**src/rtl/u8u16_pkg.sv**
```systemverilog
// Shared types and constants for the UTF-8 to UTF-16 decoder.
package u8u16_pkg;

   // Error codes carried in a result beat.
   typedef enum logic [2:0] {
      ERR_NONE      = 3'd0,
      ERR_CONT      = 3'd1,
      ERR_OVERLONG  = 3'd2,
      ERR_SURROGATE = 3'd3,
      ERR_RANGE     = 3'd4,
      ERR_LEAD      = 3'd5
   } error_type;

   // One input beat: a raw UTF-8 byte and the end-of-string flag.
   typedef struct packed {
      logic [7:0] byte_in;
      logic       end_of_string;
   } req_beat_type;

   // One result beat: a UTF-16 unit or surrogate half, its status and last flag.
   typedef struct packed {
      logic [15:0] unit_out;
      error_type   error_code;
      logic        last_result;
   } rsp_beat_type;

   // A decoded event queued between the front and back ends.
   typedef struct packed {
      logic [20:0] code_point;
      error_type   error_code;
      logic        last_result;
   } event_type;

   localparam logic [20:0] CP_TWO_BYTE_MIN   = 21'h000080;
   localparam logic [20:0] CP_THREE_BYTE_MIN = 21'h000800;
   localparam logic [20:0] CP_SURR_LO        = 21'h00D800;
   localparam logic [20:0] CP_SURR_HI        = 21'h00DFFF;
   localparam logic [20:0] CP_SUPPLEMENTARY  = 21'h010000;
   localparam logic [20:0] CP_MAX            = 21'h10FFFF;
   localparam logic [5:0]  HIGH_SURR_TAG     = 6'b110110;
   localparam logic [5:0]  LOW_SURR_TAG      = 6'b110111;

endpackage

```
**src/rtl/utf8_to_utf16_validating_decoder.sv**
```systemverilog
// UTF-8 to UTF-16 validating decoder, top level.
// Takes one UTF-8 byte per cycle and gives back UTF-16 code units on the result
// channel, one beat per cycle while rsp_ready is high. A byte is taken in the same
// cycle it arrives while the event queue (QUEUE_DEPTH entries) has room; the front
// end finishes the byte's decoding in that cycle. A code point at or above U+10000
// leaves as two consecutive beats, high surrogate first; only the low one carries
// last_result. A malformed string yields one beat with unit_out zero, a nonzero
// error_code and last_result set, after which bytes are dropped up to the
// end-of-string byte.
module utf8_to_utf16_validating_decoder #(
   parameter int QUEUE_DEPTH = 4
) (
   input  logic                    clock,
   input  logic                    reset,
   input  logic                    req_valid,
   output logic                    req_ready,
   input  u8u16_pkg::req_beat_type req_data,
   output logic                    rsp_valid,
   input  logic                    rsp_ready,
   output u8u16_pkg::rsp_beat_type rsp_data
);
   import u8u16_pkg::*;

   event_type push_data, pop_data;
   logic      push, full, pop, empty;

   u8u16_front u_front (
      .clock     (clock),
      .reset     (reset),
      .req_valid (req_valid),
      .req_ready (req_ready),
      .req_data  (req_data),
      .evt_push  (push),
      .evt_data  (push_data),
      .evt_full  (full)
   );

   u8u16_queue #(.DEPTH(QUEUE_DEPTH)) u_queue (
      .clock     (clock),
      .reset     (reset),
      .push      (push),
      .push_data (push_data),
      .full      (full),
      .pop       (pop),
      .pop_data  (pop_data),
      .empty     (empty)
   );

   u8u16_back u_back (
      .clock     (clock),
      .reset     (reset),
      .evt_data  (pop_data),
      .evt_empty (empty),
      .evt_pop   (pop),
      .rsp_valid (rsp_valid),
      .rsp_ready (rsp_ready),
      .rsp_data  (rsp_data)
   );

endmodule

```
**src/rtl/u8u16_front.sv**
```systemverilog
// Front end: accepts UTF-8 bytes, tracks sequences and classifies finished code points.
module u8u16_front (
   input  logic                    clock,
   input  logic                    reset,
   input  logic                    req_valid,
   output logic                    req_ready,
   input  u8u16_pkg::req_beat_type req_data,
   output logic                    evt_push,
   output u8u16_pkg::event_type    evt_data,
   input  logic                    evt_full
);
   import u8u16_pkg::*;

   logic [1:0]  pending_ff, pending_in;
   logic [1:0]  seq_len_ff, seq_len_in;
   logic [20:0] acc_ff, acc_in;
   logic        discard_ff, discard_in;
   logic        accept;
   logic [7:0]  b;
   logic        eos;
   logic [20:0] acc_next;
   logic [1:0]  pending_dec;

   assign req_ready   = !evt_full;
   assign accept      = req_valid && req_ready;
   assign b           = req_data.byte_in;
   assign eos         = req_data.end_of_string;
   assign acc_next    = {acc_ff[14:0], b[5:0]};
   assign pending_dec = pending_ff - 2'd1;

   // Decode one byte: update the sequence state and decide what to queue.
   always_comb begin
      pending_in = pending_ff;
      seq_len_in = seq_len_ff;
      acc_in     = acc_ff;
      discard_in = discard_ff;
      evt_push   = 1'b0;
      evt_data   = '{code_point: 21'd0, error_code: ERR_NONE, last_result: eos};

      if (accept) begin
         if (discard_ff) begin
            // After an error, bytes are dropped until the string ends.
            if (eos) begin
               discard_in = 1'b0;
               pending_in = 2'd0;
               seq_len_in = 2'd0;
               acc_in     = 21'd0;
            end
         end else if (pending_ff == 2'd0) begin
            // Expecting a lead byte.
            if (!b[7]) begin
               evt_push            = 1'b1;
               evt_data.code_point = {13'd0, b};
            end else if (b[7:5] == 3'b110 || b[7:4] == 4'b1110 || b[7:3] == 5'b11110) begin
               if (b[7:5] == 3'b110) begin
                  acc_in     = {16'd0, b[4:0]};
                  seq_len_in = 2'd1;
               end else if (b[7:4] == 4'b1110) begin
                  acc_in     = {17'd0, b[3:0]};
                  seq_len_in = 2'd2;
               end else begin
                  acc_in     = {18'd0, b[2:0]};
                  seq_len_in = 2'd3;
               end
               pending_in = seq_len_in;
               if (eos) begin
                  // The string ends right after a lead byte.
                  evt_push            = 1'b1;
                  evt_data.error_code = ERR_CONT;
                  evt_data.last_result = 1'b1;
                  pending_in = 2'd0;
                  seq_len_in = 2'd0;
                  acc_in     = 21'd0;
               end
            end else begin
               evt_push             = 1'b1;
               evt_data.error_code  = ERR_LEAD;
               evt_data.last_result = 1'b1;
               discard_in           = !eos;
            end
         end else if (b[7:6] != 2'b10) begin
            // A continuation byte was expected.
            evt_push             = 1'b1;
            evt_data.error_code  = ERR_CONT;
            evt_data.last_result = 1'b1;
            discard_in           = !eos;
            pending_in           = 2'd0;
            seq_len_in           = 2'd0;
            acc_in               = 21'd0;
         end else if (pending_dec != 2'd0) begin
            acc_in     = acc_next;
            pending_in = pending_dec;
            if (eos) begin
               // The string ends inside a sequence.
               evt_push             = 1'b1;
               evt_data.error_code  = ERR_CONT;
               evt_data.last_result = 1'b1;
               pending_in           = 2'd0;
               seq_len_in           = 2'd0;
               acc_in               = 21'd0;
            end
         end else begin
            // Sequence complete: range checks by sequence length.
            pending_in          = 2'd0;
            seq_len_in          = 2'd0;
            acc_in              = 21'd0;
            evt_push            = 1'b1;
            evt_data.code_point = acc_next;
            case (seq_len_ff)
               2'd1: begin
                  if (acc_next < CP_TWO_BYTE_MIN) evt_data.error_code = ERR_OVERLONG;
               end
               2'd2: begin
                  if (acc_next < CP_THREE_BYTE_MIN) begin
                     evt_data.error_code = ERR_OVERLONG;
                  end else if (acc_next inside {[CP_SURR_LO:CP_SURR_HI]}) begin
                     evt_data.error_code = ERR_SURROGATE;
                  end
               end
               default: begin
                  if (acc_next < CP_SUPPLEMENTARY || acc_next > CP_MAX)
                     evt_data.error_code = ERR_RANGE;
               end
            endcase
            if (evt_data.error_code != ERR_NONE) begin
               evt_data.code_point  = 21'd0;
               evt_data.last_result = 1'b1;
               discard_in           = !eos;
            end
         end
      end
   end

   // Sequence state registers.
   always_ff @(posedge clock) begin
      if (reset) begin
         pending_ff <= 2'd0;
         seq_len_ff <= 2'd0;
         acc_ff     <= 21'd0;
         discard_ff <= 1'b0;
      end else begin
         pending_ff <= pending_in;
         seq_len_ff <= seq_len_in;
         acc_ff     <= acc_in;
         discard_ff <= discard_in;
      end
   end

endmodule

```
**src/rtl/u8u16_queue.sv**
```systemverilog
// Small first-in first-out queue of decoded events between front and back ends.
module u8u16_queue #(
   parameter int DEPTH = 4
) (
   input  logic                 clock,
   input  logic                 reset,
   input  logic                 push,
   input  u8u16_pkg::event_type push_data,
   output logic                 full,
   input  logic                 pop,
   output u8u16_pkg::event_type pop_data,
   output logic                 empty
);
   import u8u16_pkg::*;

   localparam int PTR_W = (DEPTH > 1) ? $clog2(DEPTH) : 1;
   localparam int CNT_W = $clog2(DEPTH + 1);
   localparam logic [PTR_W-1:0] LAST_PTR = PTR_W'(DEPTH - 1);
   localparam logic [CNT_W-1:0] FULL_CNT = CNT_W'(DEPTH);

   event_type        slot_ff [DEPTH];
   logic [PTR_W-1:0] wr_ptr_ff, wr_ptr_in;
   logic [PTR_W-1:0] rd_ptr_ff, rd_ptr_in;
   logic [CNT_W-1:0] count_ff, count_in;
   logic             do_push, do_pop;

   assign full     = (count_ff == FULL_CNT);
   assign empty    = (count_ff == '0);
   assign do_push  = push && !full;
   assign do_pop   = pop && !empty;
   assign pop_data = slot_ff[rd_ptr_ff];

   // Pointer and occupancy updates.
   always_comb begin
      wr_ptr_in = wr_ptr_ff;
      rd_ptr_in = rd_ptr_ff;
      count_in  = count_ff;
      if (do_push) wr_ptr_in = (wr_ptr_ff == LAST_PTR) ? '0 : wr_ptr_ff + 1'b1;
      if (do_pop)  rd_ptr_in = (rd_ptr_ff == LAST_PTR) ? '0 : rd_ptr_ff + 1'b1;
      if (do_push && !do_pop)      count_in = count_ff + 1'b1;
      else if (!do_push && do_pop) count_in = count_ff - 1'b1;
   end

   always_ff @(posedge clock) begin
      if (reset) begin
         wr_ptr_ff <= '0;
         rd_ptr_ff <= '0;
         count_ff  <= '0;
      end else begin
         wr_ptr_ff <= wr_ptr_in;
         rd_ptr_ff <= rd_ptr_in;
         count_ff  <= count_in;
      end
   end

   // Entry storage.
   always_ff @(posedge clock) begin
      if (do_push) slot_ff[wr_ptr_ff] <= push_data;
   end

endmodule

```
**src/rtl/u8u16_back.sv**
```systemverilog
// Back end: turns queued events into UTF-16 result beats, splitting surrogate pairs.
module u8u16_back (
   input  logic                    clock,
   input  logic                    reset,
   input  u8u16_pkg::event_type    evt_data,
   input  logic                    evt_empty,
   output logic                    evt_pop,
   output logic                    rsp_valid,
   input  logic                    rsp_ready,
   output u8u16_pkg::rsp_beat_type rsp_data
);
   import u8u16_pkg::*;

   logic         rsp_valid_ff, rsp_valid_in;
   rsp_beat_type rsp_data_ff, rsp_data_in;
   logic         low_pend_ff, low_pend_in;
   logic [9:0]   low_bits_ff, low_bits_in;
   logic         low_last_ff, low_last_in;
   logic         load;
   logic [20:0]  offset;

   assign load      = !rsp_valid_ff || rsp_ready;
   assign offset    = evt_data.code_point - CP_SUPPLEMENTARY;
   assign rsp_valid = rsp_valid_ff;
   assign rsp_data  = rsp_data_ff;

   // Pick the next beat: a pending low surrogate first, then the queue head.
   always_comb begin
      rsp_valid_in = rsp_valid_ff;
      rsp_data_in  = rsp_data_ff;
      low_pend_in  = low_pend_ff;
      low_bits_in  = low_bits_ff;
      low_last_in  = low_last_ff;
      evt_pop      = 1'b0;
      if (load) begin
         rsp_valid_in = 1'b0;
         if (low_pend_ff) begin
            rsp_valid_in = 1'b1;
            rsp_data_in  = '{unit_out: {LOW_SURR_TAG, low_bits_ff},
                             error_code: ERR_NONE, last_result: low_last_ff};
            low_pend_in  = 1'b0;
         end else if (!evt_empty) begin
            evt_pop      = 1'b1;
            rsp_valid_in = 1'b1;
            if (evt_data.error_code != ERR_NONE) begin
               rsp_data_in = '{unit_out: 16'd0, error_code: evt_data.error_code,
                               last_result: 1'b1};
            end else if (evt_data.code_point < CP_SUPPLEMENTARY) begin
               rsp_data_in = '{unit_out: evt_data.code_point[15:0], error_code: ERR_NONE,
                               last_result: evt_data.last_result};
            end else begin
               rsp_data_in = '{unit_out: {HIGH_SURR_TAG, offset[19:10]},
                               error_code: ERR_NONE, last_result: 1'b0};
               low_pend_in = 1'b1;
               low_bits_in = offset[9:0];
               low_last_in = evt_data.last_result;
            end
         end
      end
   end

   always_ff @(posedge clock) begin
      if (reset) begin
         rsp_valid_ff <= 1'b0;
         low_pend_ff  <= 1'b0;
      end else begin
         rsp_valid_ff <= rsp_valid_in;
         low_pend_ff  <= low_pend_in;
      end
   end

   // Payload registers.
   always_ff @(posedge clock) begin
      rsp_data_ff <= rsp_data_in;
      low_bits_ff <= low_bits_in;
      low_last_ff <= low_last_in;
   end

endmodule

```
**config.mk**
```make
export PLATFORM = sky130hd
export DESIGN_NAME = utf8_to_utf16_validating_decoder
export DESIGN_NICKNAME = d
export VERILOG_FILES = /design/src/rtl/u8u16_pkg.sv /design/src/rtl/utf8_to_utf16_validating_decoder.sv /design/src/rtl/u8u16_front.sv /design/src/rtl/u8u16_queue.sv /design/src/rtl/u8u16_back.sv
export SDC_FILE = /design/constraint.sdc
export NUM_CORES = 1
export LEC_CHECK = 0
export BUFFER_PORTS_ARGS = -buffer_cell sky130_fd_sc_hd__buf_2
export CORE_UTILIZATION = 63
export CTS_BUF_LIST = sky130_fd_sc_hd__clkbuf_8
export DETAILED_ROUTE_END_ITERATION = 16
export PLACE_DENSITY = 0.83
export SLEW_MARGIN = 0
export SYNTH_ARGS = -nofsm -noshare
export SYNTH_HDL_FRONTEND = slang
export SYNTH_HIERARCHICAL = 1
export SYNTH_SLANG_ARGS = --single-unit
```
**constraint.sdc**
```tcl
create_clock -name clock -period 4.1 [get_ports clock]
set_clock_uncertainty 0.1 [all_clocks]
set_input_delay 0.205 -clock clock [delete_from_list [all_inputs] [get_ports clock]]
set_output_delay 0.205 -clock clock [all_outputs]
set_load 0.02 [all_outputs]
```
==> results of run 1 <==
[state kept, by name (all words and copies together), names as in the netlist, named ones only]
signal	flops
u_front/discard_ff	1
u_queue/wr_ptr_ff	2
u_back/rsp_data	20
u_front/seq_len_ff	2
u_back/low_bits_ff	10
u_front/pending_ff	2
u_back/low_last_ff	1
u_queue/slot_ff	100
u_queue/rd_ptr_ff	2
u_front/acc_ff	15
u_back/low_pend_ff	1
u_queue/count_ff	3
u_back/rsp_valid	1
[metal layers]
metal / vias to the layer above / track usage, % / wire length [microns] / share of wire (%)
li1: 1890 / - / - / -
met1: 2043 / 33.56 / 5846 / 43
met2: 161 / 42.67 / 6895 / 50
met3: 23 / 5.751 / 697 / 5.1
met4: 0 / 10.08 / 304 / 2.2
met5: - / 0 / 0 / 0
[area by class of cell]
type	count	share of cell area [%]
sequential	162	58.24
multi-input combinational	253	28.85
timing repair buffer	47	3.648
clock buffer	17	2.992
clock inverter	15	2.480
tap	140	2.240
inverter	31	1.552
[cells by family (layout without fill, tap and decap cells)]
family	count (synthesis)	after routing	synth area share, %
compound gates	86	86	8.839
fa+ha+maj	12	12	2.236
xor+xnor	3	3	0.3728
flops	162	162	64.61
mux	36	36	9.620
buf+inv	49	110	3.390
simple gates	116	116	10.93
[synthesized netlist by cell type (all sizes together) (3+ instances only)]
| cell | count | share of area [%] |
|---|---|---|
| o31ai | 4 | 0.57 |
| dfxtp | 31 | 8.8 |
| xor2 | 3 | 0.37 |
| nand3 | 6 | 0.43 |
| and3 | 8 | 0.80 |
| inv | 30 | 1.6 |
| edfxtp | 131 | 56 |
| nand2b | 11 | 0.98 |
| buf | 12 | 1.3 |
| nor2b | 7 | 0.62 |
| a22o | 4 | 0.50 |
| nand2 | 26 | 1.4 |
| nor4 | 4 | 0.78 |
| ha | 11 | 2.0 |
| a211oi | 3 | 0.32 |
| or3 | 4 | 0.51 |
| a41o | 3 | 0.43 |
| a21boi | 6 | 0.64 |
| or3b | 3 | 0.44 |
| o21ai | 29 | 2.1 |
| a21oi | 16 | 1.1 |
| nor2 | 13 | 0.73 |
| nor3 | 22 | 2.6 |
| mux4 | 25 | 8.0 |
| mux2i | 10 | 1.4 |
| clkbuf | 6 | 0.32 |
[path summary, 6_finish.rpt]
path / end / cells after the start / slack [ns]
max reg2reg: u_queue/count_ff[2]$_SDFFE_PP0P_ / 13 / 0.40
max: u_queue/count_ff[2]$_SDFFE_PP0P_ / 13 / 0.40
min reg2reg: u_queue/rd_ptr_ff[0]$_SDFFE_PP0P_ / 2 / 0.41
min: u_back/low_pend_ff$_SDFFE_PP0P_ / 2 / 0.11
[critical path, cell delays in order, from the launching register on]
cell and delay (ns):
dfxtp_1 0.46, or3b_1 0.30, clkinv_4 0.13, nor3b_4 0.41, nand2_1 0.12, a21oi_1 0.40, inv_1 0.15, nor2_2 0.18
ha_1 0.20, inv_1 0.06, fa_1 0.37, xor2_1 0.18, or3_2 0.41, a21oi_1 0.15
[power by group through the flow]
stage               clock [mW]  sequential (mW)  combinational (mW)
finish                    1.22             2.27                1.43
global route              1.31             2.30                1.56
CTS                       1.24             2.27                1.44
detailed placement           0             2.31                1.42
global placement             0             2.28                1.38
floorplan                    0             2.41               0.922
[per-stage QoR]
stage	hold slack [ns]	cell area [sq um]
final	0.1097	7820
after global routing	0.1057	7820
after CTS	0.07958	7820
after detailed placement	0.3529	7322
after global placement	0.3571	7322
after floorplan	0.1741	7049
[repair_timing]
item | 4_1_cts | 5_1_grt
endpoints found under the hold margin | 7 | 0
hold buffers | 7 | 0
setup endpoints to repair | 0 | 0
==> reports/metrics.yaml, run 1 <==
post_cts_buffers: 0
area_growth_pct: 10.93
seq_power_share_pct: 46.1
p_switching_mw: 1.553
core_area_sq_um: 10890
diodes: 0
syn_inst: 464
syn_area_sq_um: 7049
arrival_ns: 3.97
p_int_mw: 3.368
swShare_pct: 31.56
hp-class: "input pin to flip-flop"
track_usage_pct: 25.89
synth-seq-cells: 162
cap_viol_max_count: 0
start_util_pct: 64.74
clock_power_share_pct: 24.8
fillers: 692
status: "completed"
endpoint_kind: "flip-flop"
multiInputGateArea_sq_um: 2256
final_common_cell: "edfxtp_1"
critPathMaxFanout: 10
clock-sinks: 162
layout.cells.non_filler: 665
crit_type: "flip-flop to flip-flop"
critical_path.startpoint_type: "flip-flop"
synth-edff-count: 131
ys_async_sr_fraction_pct: 0
finalCriticalPeriod_ns: 3.703
min-delay-start: "reset"
dieWidth_microns: 107.8
num_vias: 4117
port_buffers: 34
route.detailed.drc: 0
ant_nets: 0
grt_max_degree: 26
setup_viol: 0
placed_cells: 626
gp_congestion: 0.8849
ioPinCount: 35
synth.distinct_cells: 69
cts_buffer_depth: 2
core.rowCount: 38
maxSlewHeadroom_pct: 50.99
fmax_mhz: 270.1
hold_viol_final: 0
clk_pin_slew_ns: 0.08
ir_worst_vdd_mv: 0.4608
synth_seq_area_share_pct: 64.61
cts_root_buf: "clkbuf_8"
clk_latency_ns: 0.44
power_frac_comb_pct: 29.0
fin_crit_sh_pct: 90.32
final_cell_mix: "edfxtp_1 (131), inv_1 (34), buf_2 (34), dfxtp_1 (31), nand2_1 (26)"
overflow: 0
worstMarginPinSlew_ns: 0.7351
p_leak_nw: 2.703
first_global_vias: 4110
dpl_worst_slack_ns: 0.4480
grt_pass1_wl_microns: 21650
layout_setup_ws_ns: 0.3970
routedWlPerCell_microns: 20.66
critPathRequiredTime_ns: 4.37
dr.pass1.iters: 5
regArea_sq_um: 4554
layout.nets: 537
cts_made_buffers: 17
h-tree-depth: 4
ctsResizeCount: 0
die_h_microns: 107.8
drt_wl_total_microns: 13740
p_per_area_nw_per_um2: 629.3
antenna_found_initial: 0
utilization_pct: 71.82
totalPowerFinal_mw: 4.921
synthesis.nets: 489
yosys_warnings: 6
rr_startpoint: "u_queue/count_ff[0]$_SDFFE_PP0P_"
rsz0062_at_grt: "false"
cts_tree: "built"
worstSetupStartpoint: "u_queue/count_ff[0]$_SDFFE_PP0P_"
setup_tns_ns: 0
viasPerCell: 6.191
slew_viol_final: 0
drt_iter0_drc: 333
postSynthAreaPerCell_sq_um: 15.19
synth_top_flop_cell: "edfxtp_1"
dp_hpwl_microns: 9490
drive_gt1_share_pct: 25.71
die_area_sq_um: 11620
Note: power is estimated with default switching activity, not from simulation.
==> run 2: changes to the inputs <==
--- a/config.mk
+++ b/config.mk
@@ -6,6 +6,7 @@
 export NUM_CORES = 1
 export LEC_CHECK = 0
 export BUFFER_PORTS_ARGS = -buffer_cell sky130_fd_sc_hd__buf_2
+export CORE_ASPECT_RATIO = 0.6
 export CORE_UTILIZATION = 63
 export CTS_BUF_LIST = sky130_fd_sc_hd__clkbuf_8
 export DETAILED_ROUTE_END_ITERATION = 16
==> constraint.sdc (replaced) <==
create_clock -name clock -period 3.63 [get_ports clock]
set_clock_uncertainty 0.1 [all_clocks]
set_input_delay 0.1815 -clock clock [delete_from_list [all_inputs] [get_ports clock]]
set_output_delay 0.1815 -clock clock [all_outputs]
set_load 0.02 [all_outputs]
==> reports/metrics.yaml, run 2 (same netlist as run 1, synthesis figures left out) <==
status: "finished with violations"
failed_checks: "design-rule violations"
final_cell_mix: "edfxtp_1 (131), buf_2 (34), inv_1 (31), dfxtp_1 (31), nand2_1 (26)"
stdcell_area_sq_um: 7820
clock-sinks: 162
p_leak_nw: 2.697
h-tree-depth: 4
grt_max_degree: 26
ant_nets: 0
critPathMaxFanout: 7
start_util_pct: 65.63
drt_wl_total_microns: 14780
drt_iter0_drc: 385
crit_type: "flip-flop to flip-flop"
critPathRequiredTime_ns: 3.89
diodes: 0
route.detailed.drc: 2
die_area_sq_um: 11630
endpoint_kind: "flip-flop"
dieWidth_microns: 138.6
core_area_sq_um: 10740
worstMarginPinSlew_ns: 0.7398
port_buffers: 34
top_register: "u_queue/slot_ff"
routedWlPerCell_microns: 22.12
p_per_area_nw_per_um2: 699.8
fin_worst_hold_slack_ns: 0.1109
regArea_sq_um: 4554
finalCriticalPeriod_ns: 3.396
core.rowCount: 29
clk_pin_slew_ns: 0.09
place_area_sq_um: 7356
cts_made_buffers: 17
critical_path.startpoint_type: "flip-flop"
fillers: 651
overflow: 0
largest_reg_flops: 100
hold_viol_final: 0
arrival_ns: 3.66
ioPinCount: 35
num_vias: 4194
crit_slowest_cell: "dfxtp_1"
drive_gt1_share_pct: 26.65
cts_buffer_depth: 2
gp_congestion: 0.8928
path_cells: "or3b_1 -> clkinv_4 -> nor3b_4 -> nand2_1 -> a21oi_2 -> inv_1 -> nor2_2 -> ha_1 -> inv_1 -> fa_1 -> xor2_1 -> or3_2 -> a21oi_1"
slew_viol_final: 0
path_delay_family: "simple AND/OR/NAND/NOR gates"
maxSlewHeadroom_pct: 50.30
viasPerCell: 6.278
ir_worst_vdd_mv: 0.3300
layout.nets: 542
rsz0062_at_grt: "false"
grt_pass1_wl_microns: 23000
antenna_found_initial: 0
fin_crit_sh_pct: 93.57
setup_viol: 0
fmax_mhz: 294.4
track_usage_pct: 27.43
clk_latency_ns: 0.44
hp-class: "input pin to flip-flop"
dp_hpwl_microns: 10050
area_growth_pct: 10.93
cp_common_cell: "inv_1"
first_global_vias: 4163
utilization_pct: 72.81
final_common_cell: "edfxtp_1"
dr.pass1.iters: 11
multiInputGateArea_sq_um: 2260
cap_viol_max_count: 0
cts_tree: "built"
die_h_microns: 83.94
critPathMaxStageDelay_ns: 0.44
crit_buf_inv: 3
cts_root_buf: "clkbuf_8"
==> run 2: layer usage <==
metal / share of wire, % / track usage, % / vias to the layer above
met5: 0 / 0 / -
met4: 2.1 / 11.13 / 0
met3: 6.7 / 4.934 / 26
met2: 47 / 42.73 / 185
met1: 44 / 38.81 / 2088
li1: - / - / 1895
==> run 2: report_power, final <==
group          switching (mW)  internal (mW)  total [mW]
Sequential              0.114           2.44        2.56
Clock                   0.639          0.604        1.24
Combinational            1.03          0.646        1.67
==> run 2: through the flow <==
step	TNS (ns)	std cells	setup slack, ns	total power, mW
finish	0	668	0.2335	5.472
global route	0	668	0.04029	5.711
CTS	0	666	0.05705	5.484
detailed placement	-0.04869	628	-0.04869	4.237
global placement	0	628	0.2692	4.146
floorplan	0	464	0.5032	3.767
==> run 2: worst register-to-register path: cells and delay by family, from the launching register on <==
kind                     cells  cell delay [ns]
buffers and inverters        3             0.32
XOR/XNOR                     1             0.19
flip-flops                   1             0.44
AO/OA/AOI/OAI                2             0.40
adder cells (fa/ha/maj)      2             0.58
AND/OR/NAND/NOR              5             1.29
==> run 2: final timing paths <==
path	start	endpoint	slack, ns	cells past startpoint
max	u_queue/count_ff[1]$_SDFFE_PP0P_	u_queue/count_ff[2]$_SDFFE_PP0P_	0.23	13
min	reset	u_back/low_pend_ff$_SDFFE_PP0P_	0.11	2
max reg2reg	u_queue/count_ff[1]$_SDFFE_PP0P_	u_queue/count_ff[2]$_SDFFE_PP0P_	0.23	13
min reg2reg	u_back/rsp_valid$_SDFFE_PP0P_	u_back/rsp_valid$_SDFFE_PP0P_	0.39	2
==> run 2: area by class of cell <==
cell class,instances,area share (%)
clock buffer,17,2.992
inverter,31,1.552
tap,139,2.224
multi-input combinational,253,28.90
clock inverter,14,1.808
sequential,162,58.24
timing repair buffer,52,4.288
==> run 2: repair_timing <==
item                                   in CTS  in global routing
pin swaps                                   0                  1
resized for setup                           1                  0
cloned                                      0                  0
endpoints found under the hold margin       7                  0
setup buffers                               0                  2
setup endpoints to repair                   1                  1
hold buffers                                7                  0
==> run 3: changes to the inputs <==
--- a/config.mk
+++ b/config.mk
@@ -7,10 +7,10 @@
 export LEC_CHECK = 0
 export BUFFER_PORTS_ARGS = -buffer_cell sky130_fd_sc_hd__buf_2
 export CORE_ASPECT_RATIO = 0.6
-export CORE_UTILIZATION = 63
+export CORE_UTILIZATION = 57
 export CTS_BUF_LIST = sky130_fd_sc_hd__clkbuf_8
 export DETAILED_ROUTE_END_ITERATION = 16
-export PLACE_DENSITY = 0.83
+export PLACE_DENSITY = 0.79
 export SLEW_MARGIN = 0
 export SYNTH_ARGS = -nofsm -noshare
 export SYNTH_HDL_FRONTEND = slang
==> constraint.sdc (replaced) <==
create_clock -name clock -period 2.8 [get_ports clock]
set_clock_uncertainty 0.1 [all_clocks]
set_input_delay 0.14 -clock clock [delete_from_list [all_inputs] [get_ports clock]]
set_output_delay 0.14 -clock clock [all_outputs]
set_load 0.02 [all_outputs]
==> reports/metrics.yaml, run 3 (same netlist as run 1, synthesis figures left out) <==
power_frac_comb_pct: 32.1
dieWidth_microns: 145.6
setup_viol: 0
regArea_sq_um: 4564
clk_latency_ns: 0.44
ir_worst_vdd_mv: 0.3883
cts_buffer_depth: 2
p_switching_mw: 2.401
die_h_microns: 88.14
area_growth_pct: 14.47
hp-class: "input pin to flip-flop"
worstSetupStartpoint: "u_queue/count_ff[2]$_SDFFE_PP0P_"
dpl_worst_slack_ns: -0.09623
slew_viol_final: 0
status: "completed"
clock_power_share_pct: 22.5
multiInputGateArea_sq_um: 2305
h-tree-depth: 4
arrival_ns: 2.99
ant_nets: 0
path_cells: "or3b_4 -> clkinv_4 -> nor3b_4 -> nand2_4 -> a21oi_4 -> inv_2 -> nor2_4 -> ha_2 -> inv_2 -> fa_2 -> xor2_1 -> or3_4 -> a21oi_2"
critical_path.startpoint_type: "flip-flop"
totalPowerFinal_mw: 7.252
track_usage_pct: 23.50
grt_pass1_wl_microns: 22000
largest_reg_flops: 100
critPathRequiredTime_ns: 3.07
layout.nets: 564
drive_gt1_share_pct: 32.43
cts_made_buffers: 17
drt_wl_total_microns: 14250
critPathMaxStageDelay_ns: 0.35
dr.pass1.iters: 5
final_cell_mix: "edfxtp_1 (131), buf_2 (34), buf_4 (33), inv_1 (29), dfxtp_1 (27)"
routedWlPerCell_microns: 19.87
ioPinCount: 35
clk_pin_slew_ns: 0.09
overflow: 0
grt_max_degree: 26
cts_tree: "built"
p_leak_nw: 2.809
rr_startpoint: "u_queue/count_ff[2]$_SDFFE_PP0P_"
critPathMaxFanout: 5
viasPerCell: 5.921
cp_common_cell: "inv_2"
drt_iter0_drc: 384
finalCriticalPeriod_ns: 2.724
worstMarginPinSlew_ns: 0.6966
endpoint_kind: "flip-flop"
crit_type: "flip-flop to flip-flop"
fin_worst_hold_slack_ns: 0.04462
top_register: "u_queue/slot_ff"
crit_slowest_cell: "fa_2"
layout_setup_ws_ns: 0.07597
clock-sinks: 162
maxSlewHeadroom_pct: 53.13
diodes: 0
route.detailed.drc: 0
fillers: 826
first_global_vias: 4071
gp_congestion: 0.8693
port_buffers: 34
cts_root_buf: "clkbuf_8"
p_per_area_nw_per_um2: 898.7
final_common_cell: "edfxtp_1"
min-delay-start: "reset"
core_area_sq_um: 12060
hold_viol_final: 0
fmax_mhz: 367.1
start_util_pct: 58.44
swShare_pct: 33.11
cap_viol_max_count: 0
die_area_sq_um: 12830
core.rowCount: 31
dp_hpwl_microns: 10080
seq_power_share_pct: 45.4
num_vias: 4245
p_int_mw: 4.850
antenna_found_initial: 0
fin_crit_sh_pct: 97.29
-- run 3: area by class of cell --
type / instances / share of cell area, %
multi-input cells: 253 / 28.56
clock buffers: 17 / 2.900
flip-flops and latches: 162 / 56.57
inverters: 31 / 1.504
clock inverters: 15 / 1.861
repair buffers: 74 / 6.047
well taps: 165 / 2.559
-- run 3: routing by layer --
metal	vias to the layer above	track usage, %	wire length, microns
met5	-	0	0
met4	0	8.038	145
met3	18	4.635	822
met2	166	36.32	6489
met1	2113	33.83	6787
li1	1948	-	-
-- run 3: worst paths after layout --
kind,end,slack (ns),cells after the start
min,u_queue/count_ff[1]$_SDFFE_PP0P_,0.04,2
max reg2reg,u_queue/count_ff[2]$_SDFFE_PP0P_,0.08,13
min reg2reg,u_back/rsp_valid$_SDFFE_PP0P_,0.39,2
max,u_queue/count_ff[2]$_SDFFE_PP0P_,0.08,13
-- run 3: critical path, delay by kind of cell, from the launching register on --
family                     cells  cell delay, ns
AOI/OAI and AO/OA              2            0.31
and+or+nand+nor                5            1.01
buffers and inverters          3            0.19
xor gates and xnor gates       1            0.16
DFF                            1            0.33
adders and majority gates      2            0.55
-- run 3: through the flow --
stage	setup TNS, ns	cell area (sq um)	instances	utilization (%)
floorplan	-0.02003	7071	464	-
global placement	0	7540	673	62.50
detailed placement	-0.09750	7540	673	62.50
CTS	0	8015	712	66.45
global route	-0.01308	8069	717	66.89
finish	0	8069	717	66.89
-- run 3: power groups by stage --
stage | Sequential, mW | Combinational (mW) | Clock (mW)
CTS | 3.29 | 2.28 | 1.66
global placement | 3.32 | 2.18 | 0
floorplan | 3.54 | 1.37 | 0
global route | 3.33 | 2.52 | 1.77
finish | 3.29 | 2.33 | 1.63
detailed placement | 3.35 | 2.25 | 0
-- run 3: repair_timing --
item	4_1_cts	5_1_grt
setup endpoints to repair	2	2
endpoints found under the hold margin	8	0
pin swaps	0	2
setup buffers	0	5
hold buffers	7	0
gates resized for setup	7	4
